File: config.mk
export PLATFORM = sky130hd
export DESIGN_NAME = sorted_timer_queue
export DESIGN_NICKNAME = d
export VERILOG_FILES = /design/src/rtl/stq_pkg.sv /design/src/rtl/sorted_timer_queue.sv /design/src/rtl/stq_front.sv /design/src/rtl/stq_back.sv
export SDC_FILE = /design/constraint.sdc
export NUM_CORES = 2
export LEC_CHECK = 0
export BUFFER_PORTS_ARGS = -buffer_cell sky130_fd_sc_hd__buf_2
export CAP_MARGIN = 20
export CELL_PAD_IN_SITES_DETAIL_PLACEMENT = 1
export CELL_PAD_IN_SITES_GLOBAL_PLACEMENT = 1
export CORE_AREA = 4 4 479 481
export CTS_CLUSTER_SIZE = 12
export DETAILED_ROUTE_END_ITERATION = 10
export DIE_AREA = 0 0 483 485
export PLACE_DENSITY = 0.76
export REMOVE_ABC_BUFFERS = 1
export SYNTH_ARGS = -nofsm -noshare
export SYNTH_HDL_FRONTEND = slang
export SYNTH_SLANG_ARGS = --single-unit
File: constraint.sdc
create_clock -name clk_i -period 8.7 [get_ports clk_i]
set_clock_uncertainty 0.1 [all_clocks]
set_input_delay 2.61 -clock clk_i [delete_from_list [all_inputs] [get_ports clk_i]]
set_output_delay 2.61 -clock clk_i [all_outputs]
set_load 0.02 [all_outputs]
File: src/rtl/stq_pkg.sv
package stq_pkg;

  localparam int unsigned MaxTimers  = 16;
  localparam int unsigned IdW        = 4;
  localparam int unsigned CntW       = 5;
  localparam int unsigned MsPerTicks = 10;
  localparam int unsigned QDepth     = 2;
  localparam logic [63:0] ResetTime  = 64'h7FFF_FFFF_FFFF_FF00;

  typedef enum logic [1:0] {
    OP_ADD   = 2'd0,
    OP_DEL   = 2'd1,
    OP_PROC  = 2'd2,
    OP_CLEAR = 2'd3
  } op_e;

  typedef struct packed {
    op_e             op;
    logic [IdW-1:0]  id;
    logic [31:0]     ticks;
    logic            rpt;
    logic [63:0]     now;
  } cmd_t;

  typedef enum logic [3:0] {
    ST_IDLE,
    ST_UNLINK,
    ST_MUL,
    ST_FIND,
    ST_INSERT,
    ST_PHEAD,
    ST_PCHECK,
    ST_PEMIT,
    ST_REPORT
  } state_e;

endpackage

File: src/rtl/sorted_timer_queue.sv
// Channel | Signals                                        | Direction
// request | valid_i, stall_o, opcode_i .. now_ms_i         | in
// result  | valid_o, stall_i, kind_o .. last_o             | out
//
// A two-entry command queue takes requests while the sequencer works.
// A delete unlinks the timer; an add unlinks, multiplies the interval,
// sets the expiry and scans the queue entry by entry to insert. A process
// run reads the head, then emits each expired timer, re-inserting it first
// if it repeats, and then sends the report; a stalled result holds the run.
// Reset empties the queue and sets the stored time; results hold under stall.
module sorted_timer_queue (
  input  logic        clk_i,
  input  logic        rst_ni,
  input  logic        valid_i,
  output logic        stall_o,
  input  logic [1:0]  opcode_i,
  input  logic [3:0]  timer_id_i,
  input  logic [31:0] ticks_i,
  input  logic        repeat_req_i,
  input  logic [63:0] now_ms_i,
  output logic        valid_o,
  input  logic        stall_i,
  output logic        kind_o,
  output logic [3:0]  expired_id_o,
  output logic [62:0] next_timeout_o,
  output logic        none_pending_o,
  output logic        last_o
);
  import stq_pkg::*;

  cmd_t cmd;
  logic cmd_valid, cmd_take;

  stq_front u_front (
    .clk_i, .rst_ni, .valid_i, .stall_o, .opcode_i, .timer_id_i, .ticks_i,
    .repeat_req_i, .now_ms_i,
    .cmd_valid_o(cmd_valid), .cmd_take_i(cmd_take), .cmd_o(cmd)
  );

  stq_back u_back (
    .clk_i, .rst_ni,
    .cmd_valid_i(cmd_valid), .cmd_take_o(cmd_take), .cmd_i(cmd),
    .valid_o, .stall_i, .kind_o, .expired_id_o, .next_timeout_o,
    .none_pending_o, .last_o
  );
endmodule

File: src/rtl/stq_front.sv
module stq_front (
  input  logic                clk_i,
  input  logic                rst_ni,
  input  logic                valid_i,
  output logic                stall_o,
  input  logic [1:0]          opcode_i,
  input  logic [3:0]          timer_id_i,
  input  logic [31:0]         ticks_i,
  input  logic                repeat_req_i,
  input  logic [63:0]         now_ms_i,
  output logic                cmd_valid_o,
  input  logic                cmd_take_i,
  output stq_pkg::cmd_t       cmd_o
);
  import stq_pkg::*;

  cmd_t         mem_q [QDepth];
  logic         wp_q, rp_q;
  logic [1:0]   cnt_q;
  logic         push, pop, keep;
  cmd_t         c;

  always_comb begin
    c.op    = op_e'(opcode_i);
    c.id    = timer_id_i;
    c.ticks = ticks_i;
    c.rpt   = repeat_req_i;
    c.now   = now_ms_i;
    keep = !((c.op == OP_ADD || c.op == OP_DEL) && ({1'b0, timer_id_i} >= CntW'(MaxTimers)));
  end

  assign stall_o     = (cnt_q == 2'(QDepth));
  assign push        = valid_i && !stall_o && keep;
  assign cmd_valid_o = (cnt_q != 2'd0);
  assign pop         = cmd_valid_o && cmd_take_i;
  assign cmd_o       = mem_q[rp_q];

  always_ff @(posedge clk_i) begin
    if (push) mem_q[wp_q] <= c;
  end

  always_ff @(posedge clk_i or negedge rst_ni) begin
    if (!rst_ni) begin
      wp_q <= 1'b0;
      rp_q <= 1'b0;
      cnt_q <= 2'd0;
    end else begin
      if (push) wp_q <= !wp_q;
      if (pop) rp_q <= !rp_q;
      cnt_q <= cnt_q + 2'(push) - 2'(pop);
    end
  end
endmodule

File: src/rtl/stq_back.sv
module stq_back (
  input  logic          clk_i,
  input  logic          rst_ni,
  input  logic          cmd_valid_i,
  output logic          cmd_take_o,
  input  stq_pkg::cmd_t cmd_i,
  output logic          valid_o,
  input  logic          stall_i,
  output logic          kind_o,
  output logic [3:0]    expired_id_o,
  output logic [62:0]   next_timeout_o,
  output logic          none_pending_o,
  output logic          last_o
);
  import stq_pkg::*;

  state_e              state_q, state_d;
  logic [63:0]         expiry_q [MaxTimers];
  logic [31:0]         interval_q [MaxTimers];
  logic [MaxTimers-1:0] rpt_q;
  logic [MaxTimers-1:0] running_q, running_d;
  logic [IdW-1:0]      order_q [MaxTimers];
  logic [CntW-1:0]     count_q, count_d;
  logic [63:0]         time_q;
  cmd_t                cur_q;
  logic [IdW-1:0]      id_q, id_d;
  logic [CntW-1:0]     pos_q, pos_d;
  logic [63:0]         span_q;
  logic [63:0]         newexp_q;
  logic                ov_q, ov_d;
  logic                okind_q, onone_q;
  logic [IdW-1:0]      oid_q;
  logic [62:0]         ont_q;
  logic                ovalid_q;

  logic                out_free, emit;
  logic                do_unlink, do_insert, do_mul, set_exp, fire;
  logic                emit_rep, emit_ntf;
  logic [IdW-1:0]      head;
  logic [63:0]         diff, hexp, pexp, ndiff;
  logic [IdW:0]        upos;
  logic                ufound;

  assign out_free = !ovalid_q || !stall_i;
  assign head     = order_q[0];
  assign hexp     = expiry_q[head];
  assign pexp     = expiry_q[order_q[pos_q[IdW-1:0]]];
  assign diff     = hexp - time_q;
  assign ndiff    = newexp_q - pexp;

  always_comb begin
    ufound = 1'b0;
    upos   = '0;
    for (int i = 0; i < MaxTimers; i++) begin
      if (!ufound && (CntW'(i) < count_q) && order_q[i] == id_q) begin
        ufound = 1'b1;
        upos   = (IdW+1)'(i);
      end
    end
  end

  always_comb begin
    state_d    = state_q;
    id_d       = id_q;
    pos_d      = pos_q;
    ov_d       = 1'b0;
    cmd_take_o = 1'b0;
    do_unlink  = 1'b0;
    do_insert  = 1'b0;
    do_mul     = 1'b0;
    set_exp    = 1'b0;
    fire       = 1'b0;
    emit_rep   = 1'b0;
    emit_ntf   = 1'b0;
    unique case (state_q)
      ST_IDLE: begin
        if (cmd_valid_i) begin
          cmd_take_o = 1'b1;
          id_d = cmd_i.id;
          unique case (cmd_i.op)
            OP_ADD, OP_DEL: state_d = ST_UNLINK;
            OP_PROC:        state_d = ST_PHEAD;
            OP_CLEAR:       state_d = ST_IDLE;
            default:        state_d = ST_IDLE;
          endcase
        end
      end
      ST_UNLINK: begin
        do_unlink = 1'b1;
        state_d = (cur_q.op == OP_ADD) ? ST_MUL : ST_IDLE;
      end
      ST_MUL: begin
        do_mul = 1'b1;
        ov_d = ov_q;
        state_d = ST_FIND;
      end
      ST_FIND: begin
        set_exp = 1'b1;
        ov_d = ov_q;
        pos_d = '0;
        state_d = ST_INSERT;
      end
      ST_INSERT: begin
        ov_d = ov_q;
        if (pos_q < count_q && !ndiff[63]) begin
          pos_d = pos_q + 1'b1;
        end else begin
          do_insert = 1'b1;
          state_d = ov_q ? ST_PEMIT : ST_IDLE;
        end
      end
      ST_PHEAD: begin
        state_d = ST_PCHECK;
      end
      ST_PCHECK: begin
        if (count_q != 0 && diff[63]) begin
          fire = 1'b1;
          id_d = head;
          state_d = ST_PEMIT;
          if (rpt_q[head]) begin
            ov_d = 1'b1;
            state_d = ST_MUL;
          end
        end else begin
          state_d = ST_REPORT;
        end
      end
      ST_PEMIT: begin
        if (out_free) begin
          emit_ntf = 1'b1;
          state_d = ST_PCHECK;
        end
      end
      ST_REPORT: begin
        if (out_free) begin
          emit_rep = 1'b1;
          state_d = ST_IDLE;
        end
      end
      default: state_d = ST_IDLE;
    endcase
  end

  logic [63:0] prod;
  assign prod = 64'(interval_q[id_q]) * 64'(MsPerTicks);

  always_ff @(posedge clk_i) begin
    if (cmd_take_o) cur_q <= cmd_i;
    if (do_unlink && cur_q.op == OP_ADD) begin
      interval_q[id_q] <= cur_q.ticks;
      rpt_q[id_q] <= cur_q.rpt;
    end
    if (do_mul) span_q <= prod;
    if (set_exp) newexp_q <= time_q + span_q;
    if (set_exp) expiry_q[id_q] <= time_q + span_q;
    if (do_unlink && running_q[id_q] && ufound) begin
      for (int j = 0; j < MaxTimers - 1; j++) begin
        if ((IdW+1)'(j) >= upos) order_q[j] <= order_q[j+1];
      end
    end
    if (fire) begin
      for (int j = 0; j < MaxTimers - 1; j++) order_q[j] <= order_q[j+1];
    end
    if (do_insert && count_q < CntW'(MaxTimers)) begin
      for (int j = 1; j < MaxTimers; j++) begin
        if (CntW'(j) > pos_q && CntW'(j) <= count_q) order_q[j] <= order_q[j-1];
      end
      order_q[pos_q[IdW-1:0]] <= id_q;
    end
    if (emit_ntf || emit_rep) begin
      okind_q <= emit_rep;
      oid_q   <= emit_rep ? '0 : id_q;
      onone_q <= emit_rep && count_q == 0;
      ont_q   <= (emit_rep && count_q != 0 && !diff[63]) ? diff[62:0] : '0;
    end
  end

  always_comb begin
    running_d = running_q;
    count_d   = count_q;
    if (cmd_take_o && cmd_i.op == OP_CLEAR) begin
      running_d = '0;
      count_d = '0;
    end
    if (do_unlink && running_q[id_q]) begin
      running_d[id_q] = 1'b0;
      if (ufound) count_d = count_q - 1'b1;
    end
    if (fire) begin
      running_d[head] = 1'b0;
      count_d = count_q - 1'b1;
    end
    if (do_insert && count_q < CntW'(MaxTimers)) begin
      running_d[id_q] = 1'b1;
      count_d = count_q + 1'b1;
    end
  end

  assign emit = emit_ntf || emit_rep;

  always_ff @(posedge clk_i or negedge rst_ni) begin
    if (!rst_ni) begin
      state_q   <= ST_IDLE;
      running_q <= '0;
      count_q   <= '0;
      time_q    <= ResetTime;
      id_q      <= '0;
      pos_q     <= '0;
      ov_q      <= 1'b0;
      ovalid_q  <= 1'b0;
    end else begin
      state_q   <= state_d;
      running_q <= running_d;
      count_q   <= count_d;
      id_q      <= id_d;
      pos_q     <= pos_d;
      ov_q      <= ov_d;
      if (cmd_take_o && cmd_i.op == OP_PROC) time_q <= cmd_i.now;
      if (emit) ovalid_q <= 1'b1;
      else if (!stall_i) ovalid_q <= 1'b0;
    end
  end

  assign valid_o        = ovalid_q;
  assign kind_o         = okind_q;
  assign expired_id_o   = oid_q;
  assign next_timeout_o = ont_q;
  assign none_pending_o = onone_q;
  assign last_o         = okind_q;
endmodule

After elaboration in Yosys (flattened, before gate mapping) --
Memory sizes are Yosys's and may differ from the RTL's. Cells that the tools add are included.
Storage, ports and cells: bits in writable memories 1806, input bits 107, output and inout port bits 72, register bits 323, memories 4
Memories:
- u_back.expiry_q | depth 16, bits a word 64, rd ports 2, clocked after memory_dff 0, write ports 1, line stq_back.sv:18 | logic [63:0] expiry_q [MaxTimers];
- u_back.interval_q | depth 16, bits a word 32, rd ports 1, clocked after memory_dff 0, write ports 1, line stq_back.sv:19 | logic [31:0] interval_q [MaxTimers];
- u_front.mem_q | depth 2, bits a word 103, rd ports 1, clocked after memory_dff 0, write ports 1, line stq_front.sv:17 | cmd_t mem_q [QDepth];
- u_back.order_q | depth 16, bits a word 4, rd ports 17, clocked after memory_dff 0, write ports 16, line stq_back.sv:22 | logic [IdW-1:0] order_q [MaxTimers];
Cells by class: mux-type cells 213, bitwise operators 34, equal/unequal tests 35, reduce and logical (&&, ||, !) cells 99, order comparisons 67, $mul 1, add/subtract/negate cells 8
Operators with widths (number):
- $mux 4 | 46
- $mux 1 | 138
- $sub 64x64->64 | 2
- $add 64x36->64 | 1
- $eq 4x4->1 | 16
- $mux 16 | 4
- $logic_and 1x1->1 | 61
- $gt 4x5->1 const A | 8
- $le 4x5->1 const A | 8
- $lt 4x5->1 const A | 8
- $pmux 4 s9 | 1
- $mul 32x3->35 const B | 1
- $and 16x16->16 | 2
- $not 16->16 | 2
- $mux 5 | 6
- $or 1x1->1 | 29
- $ge 4x4->1 const A | 7
- $logic_not 1->1 | 22
- $gt 3x5->1 const A | 4
- $le 3x5->1 const A | 4
- $lt 3x5->1 const A | 4
- $mux 3 | 6
- $bwmux 16 | 1
- $eq 4x3->1 const B | 4
- 44 further kinds | 72

Logic depth before layout (Yosys ltp) --
An unclocked memory read counts as a cell.
depth after elaboration 70, depth in mapped cells 30

By module --
From an unflattened synthesis, not the netlist that was laid out.
Unflattened totals: cells, all modules 6638, area total of the unflattened synthesis 101178.3 µm²
Modules (own cells, without submodules):
- stq_back | area an instance 93293.2 µm², seq. area each 57193.6 µm², instances 1, cells each 6299
- stq_front | area an instance 7885.1 µm², seq. area each 6286.0 µm², instances 1, cells each 339

Worst setup path after synthesis --
Ideal clock, no wire load.
path kind input to register, from in valid_i, to mem u_front.mem_q[0][0] (netlist name), enable pin, data required time 8034 ps, buffers on the path 0, arrival time 6985 ps, stages on the path 2, setup slack 1049 ps, setup time 566 ps, cell sequence nand2_1 nor2_1
On the way: word-level cells in the longest chain between the ends 3
Ends and longest elaborated chain:
- start, declared | line sorted_timer_queue.sv:14 | input logic valid_i,
- $logic_and 1x1->1 | line stq_front.sv:33 | assign push = valid_i && !stall_o && keep;
- $mux 1 | line stq_front.sv:39 | if (push) mem_q[wp_q] <= c;
- $mux 1 (not written as such) | line stq_front.sv:39
- end, declared | line stq_front.sv:17
No other way between the ends.

==> flow_summary_export.csv <==
group,metric,value,unit
outcome,status,"completed",
routing,postRouteAntennaNets,0,
clocking,path_clk_slew,60,ps
global_route,grt_pass1_vias,70900,
clocking,clock_path_buffers,3,
yosys,synthDistinctLibCells,85,
yosys,ys_ff_latch,2129,
floorplanning,row_count,174,
yosys,yosysTopAreaCell,"edfxtp_1",
layout,utilization,0.507,
timing,hold_viol,0,
routing,routed_wl,319000,um
global_route,antenna_found_initial,10,
clocking,cts_tree,"yes",
power_and_ir_drop,power_leakage,39.9,nW
place,gp_congestion,0.898,
timing,fin_crit,8590,ps
routing,wl_per_cell,29.9,um
floorplanning,start_util,0.449,
yosys,synth_area,101000,um2
layout,drive_above_1_share,0.197,
timing,rsz0062_at_grt,"no",
place,place.detailed.hpwl,197000,um
worst_setup_path,cp_slowest_cell,"dfrtp_1",
place,io_buffers,178,
yosys,synthSimpleGateAreaFrac,0.119,
power_and_ir_drop,p_int,29.0,mW
routing,via_count,67300,
timing,post-route-period-util,0.987,
timing,max_slew_margin,0.214,
power_and_ir_drop,power_frac_seq,0.333,
yosys,synth-edff-count,2025,
worst_setup_path,cpPeakStageDelay,700,ps
yosys,yosysTopAreaCellShare,0.603,
worst_setup_path,path_class,"flip-flop to flip-flop",
layout,syn_to_final_growth,12.9,%
timing,fmaxAchievable,116,MHz
global_route,overflow,0,
clocking,clock_latency,910,ps
clocking,ctsHtreeMaxLevel,4,
timing,maxSlewViolCount,0,
layout,num-nets-final,7852,
worst_setup_path,required,9250,ps
floorplanning,die_y,485,um
clocking,cts_root_buf,"clkbuf_16",
worst_hold_path,hold_class,"flip-flop to flip-flop",
power_and_ir_drop,p_sw,20.6,mW
worst_setup_path,worstPathMaxFanout,75,
yosys,yosysWarnings,0,
worst_setup_path,end_kind,"flip-flop",
floorplanning,dieArea,234000,um2
yosys,avgSynthCellArea,13.9,um2
yosys,syn_inst,7278,
power_and_ir_drop,clockPowerShare,0.190,
global_route,grt.total_usage,0.268,
yosys,synth-compound-area-share,0.0466,
yosys,synth_top_flop_cell,"edfxtp_1",
routing,vias_per_cell,6.30,
worst_setup_path,cp-start-kind,"flip-flop",
yosys,synth_seq_area_share,0.629,
floorplanning,io_pins,179,
power_and_ir_drop,peakVddDrop,334,uV
yosys,synth_area_leaders,"edfxtp_1 60%, mux4_2 11%, nand2_1 4.4%, nand3_1 4.4%, ha_1 2.9%",
yosys,synth_fa_ha_area_frac,0.0297,
worst_setup_path,cp_top_family,"compound AO/OA/AOI/OAI gates",
yosys,muxShareOfSynthArea,0.137,
yosys,synth-xor-area-share,0.0178,
power_and_ir_drop,switching_share,0.416,
floorplanning,core_area,225000,um2
floorplanning,fp.dieW,483,um
global_route,grt_pass1_wl,472000,um
yosys,synth_top_family_by_area,"multiplexers",
global_route,grt_max_degree,121,
power_and_ir_drop,combPwrFrac,0.477,
routing,drtIter0Drc,7303,
routing,drcViolationCount,0,
timing,setup_violations,0,
timing,setup_ws,114,ps
worst_setup_path,critPathArrivalTime,9130,ps
clocking,cts_buffers,221,
yosys,async_flop_share,0.0488,
clocking,cts_sinks,2129,
power_and_ir_drop,total_power,49.6,mW
timing,tightest_slew,1180,ps
routing,drt-pass1-iter-count,5,
place,post-place-ws,290,ps
worst_setup_path,critPathBufInv,5,
flow_run,drv_cap,0,
power_and_ir_drop,power.density,436,nW/um2
cell usage in the layout (no fill, tap or decap), types with 110 or more instances in the layout:
cell / instances
nand3_1: 886
a21o_1: 110
a21oi_1: 211
mux4_2: 501
nor2_1: 264
mux2_2: 119
ha_1: 235
buf_2: 177
clkbuf_16: 221
edfxtp_1: 2025
xnor2_1: 121
buf_4: 237
nand2_1: 1195
o21ai_0: 162
synthesized netlist by cell type (10+ instances only):
cell,number
and3_1,34
mux2_2,119
a2111oi_0,14
a21boi_0,11
nand3_1,888
ha_1,235
mux2_1,21
a21oi_1,211
and4_1,11
nand2_1,1196
xnor2_1,125
o211ai_1,34
buf_2,10
nor2b_1,48
xor2_1,80
mux4_2,502
a21o_1,110
dfstp_2,55
nor2_1,301
nand4_1,42
buf_1,82
clkbuf_1,346
a31oi_1,26
o22ai_1,19
o21ai_0,163
nor3_1,41
dfrtp_1,49
mux2i_1,89
o21a_1,36
edfxtp_1,2025
inv_1,101
or3_1,15
nand2b_1,32
o21bai_1,14
a211oi_1,18
nor4_1,21
cells by family after synthesis:
kind of cell               count (synthesis)
AOI/OAI and AO/OA                        740
xor gates and xnor gates                 205
adders and majority gates                238
buffers and inverters                    547
DFF                                     2129
muxes                                    732
and+or+nand+nor                         2687
flip-flops by register name, summed over array words and instances, names as in the netlist, 16 cells and up:
name	count
u_back.running_q	16
u_back.time_q	64
u_front.mem_q	206
u_back.interval_q	512
u_back.expiry_q	1024
u_back.span_q	35
u_back.rpt_q	16
u_back.order_q	64
u_back.cur_q	35
u_back.next_timeout_o	63
u_back.newexp_q	64
routing by layer:
layer  vias up  GRT usage  wire length (um)
met5         -          0                34
met4         6      0.103             13200
met3       720     0.0421             25400
met2      3451      0.445            156000
met1     34800      0.356            125000
li1      28300          -                 -
layout make-up:
| cell class | count | area (um2) |
|---|---|---|
| Antenna cell | 7 | 17.5 |
| Clock buffer | 307 | 6070 |
| Clock inverter | 88 | 1090 |
| Fill cell | 22200 | 111000 |
| Inverter | 105 | 397 |
| Multi-Input combinational cell | 4602 | 35800 |
| Sequential cell | 2129 | 63500 |
| Tap cell | 2992 | 3740 |
| Timing Repair Buffer | 448 | 3310 |
worst register-to-register path, stage by stage (launching register included):
cell and delay [ps]:
dfrtp_1 700, buf_4 360, mux4_2 350, mux2_2 290, nor2_1 420, nor2_4 110
buf_4 280, buf_12 260, nand2_1 150, nand3_1 90, nand3_1 130, nand2_1 60
o21ai_0 440, ha_1 370, a21o_1 170, a21o_1 170, a2111oi_0 420, o21ai_0 260
a22oi_1 370, o211ai_1 210, a31oi_1 350, buf_4 180, nand3_1 220, mux2_2 500
buf_4 250, nor3_2 450, mux2_2 400, mux2_2 270
power by group through the flow:
| stage | logic (mW) | registers [mW] | clock network (mW) |
|---|---|---|---|
| finish | 23.7 | 16.5 | 9.44 |
| global route | 25.7 | 16.6 | 10.1 |
| CTS | 23.2 | 16.6 | 9.57 |
| detailed placement | 23.0 | 16.8 | 0 |
| global placement | 22.0 | 16.6 | 0 |
| floorplan | 15.4 | 16.7 | 0 |
per-stage QoR:
step / cells / TNS, ps / cell area, um2 / hold slack (ps)
6_report: 10700 / 0 / 114000 / 427
4_1_cts: 10600 / 0 / 114000 / 427
3_5_place_dp: 10300 / 0 / 107000 / 403
5_1_grt: 10700 / 0 / 114000 / 440
3_3_place_gp: 10200 / 0 / 106000 / 399
2_1_floorplan: 6836 / -4559200 / 99200 / 361
path summary, 6_finish.rpt:
path / startpoint / endpoint / slack (ps) / depth (start not counted)
max: u_back.pos_q[1]$_DFFE_PN0P_ / u_back.order_q[2][3]$_DFFE_PP_ / 110 / 27
min: u_back.valid_o$_DFFE_PN0P_ / u_back.valid_o$_DFFE_PN0P_ / 430 / 2
max reg2reg: u_back.pos_q[1]$_DFFE_PN0P_ / u_back.order_q[2][3]$_DFFE_PP_ / 110 / 27
min reg2reg: u_back.valid_o$_DFFE_PN0P_ / u_back.valid_o$_DFFE_PN0P_ / 430 / 2
max in group asynchronous: rst_ni / u_back.id_q[0]$_DFFE_PN0P_ / 5730 / 2
min in group asynchronous: rst_ni / u_back.time_q[18]$_DFFE_PN1P_ / 1720 / 1
repair_timing:
action | CTS | global route
endpoints found under the hold margin | 0 | 0
setup buffers | 0 | 0
endpoints found under the setup margin | 0 | 92
resized for setup | 0 | 3
hold buffers | 0 | 0
Power figures use the tool's default switching activity.
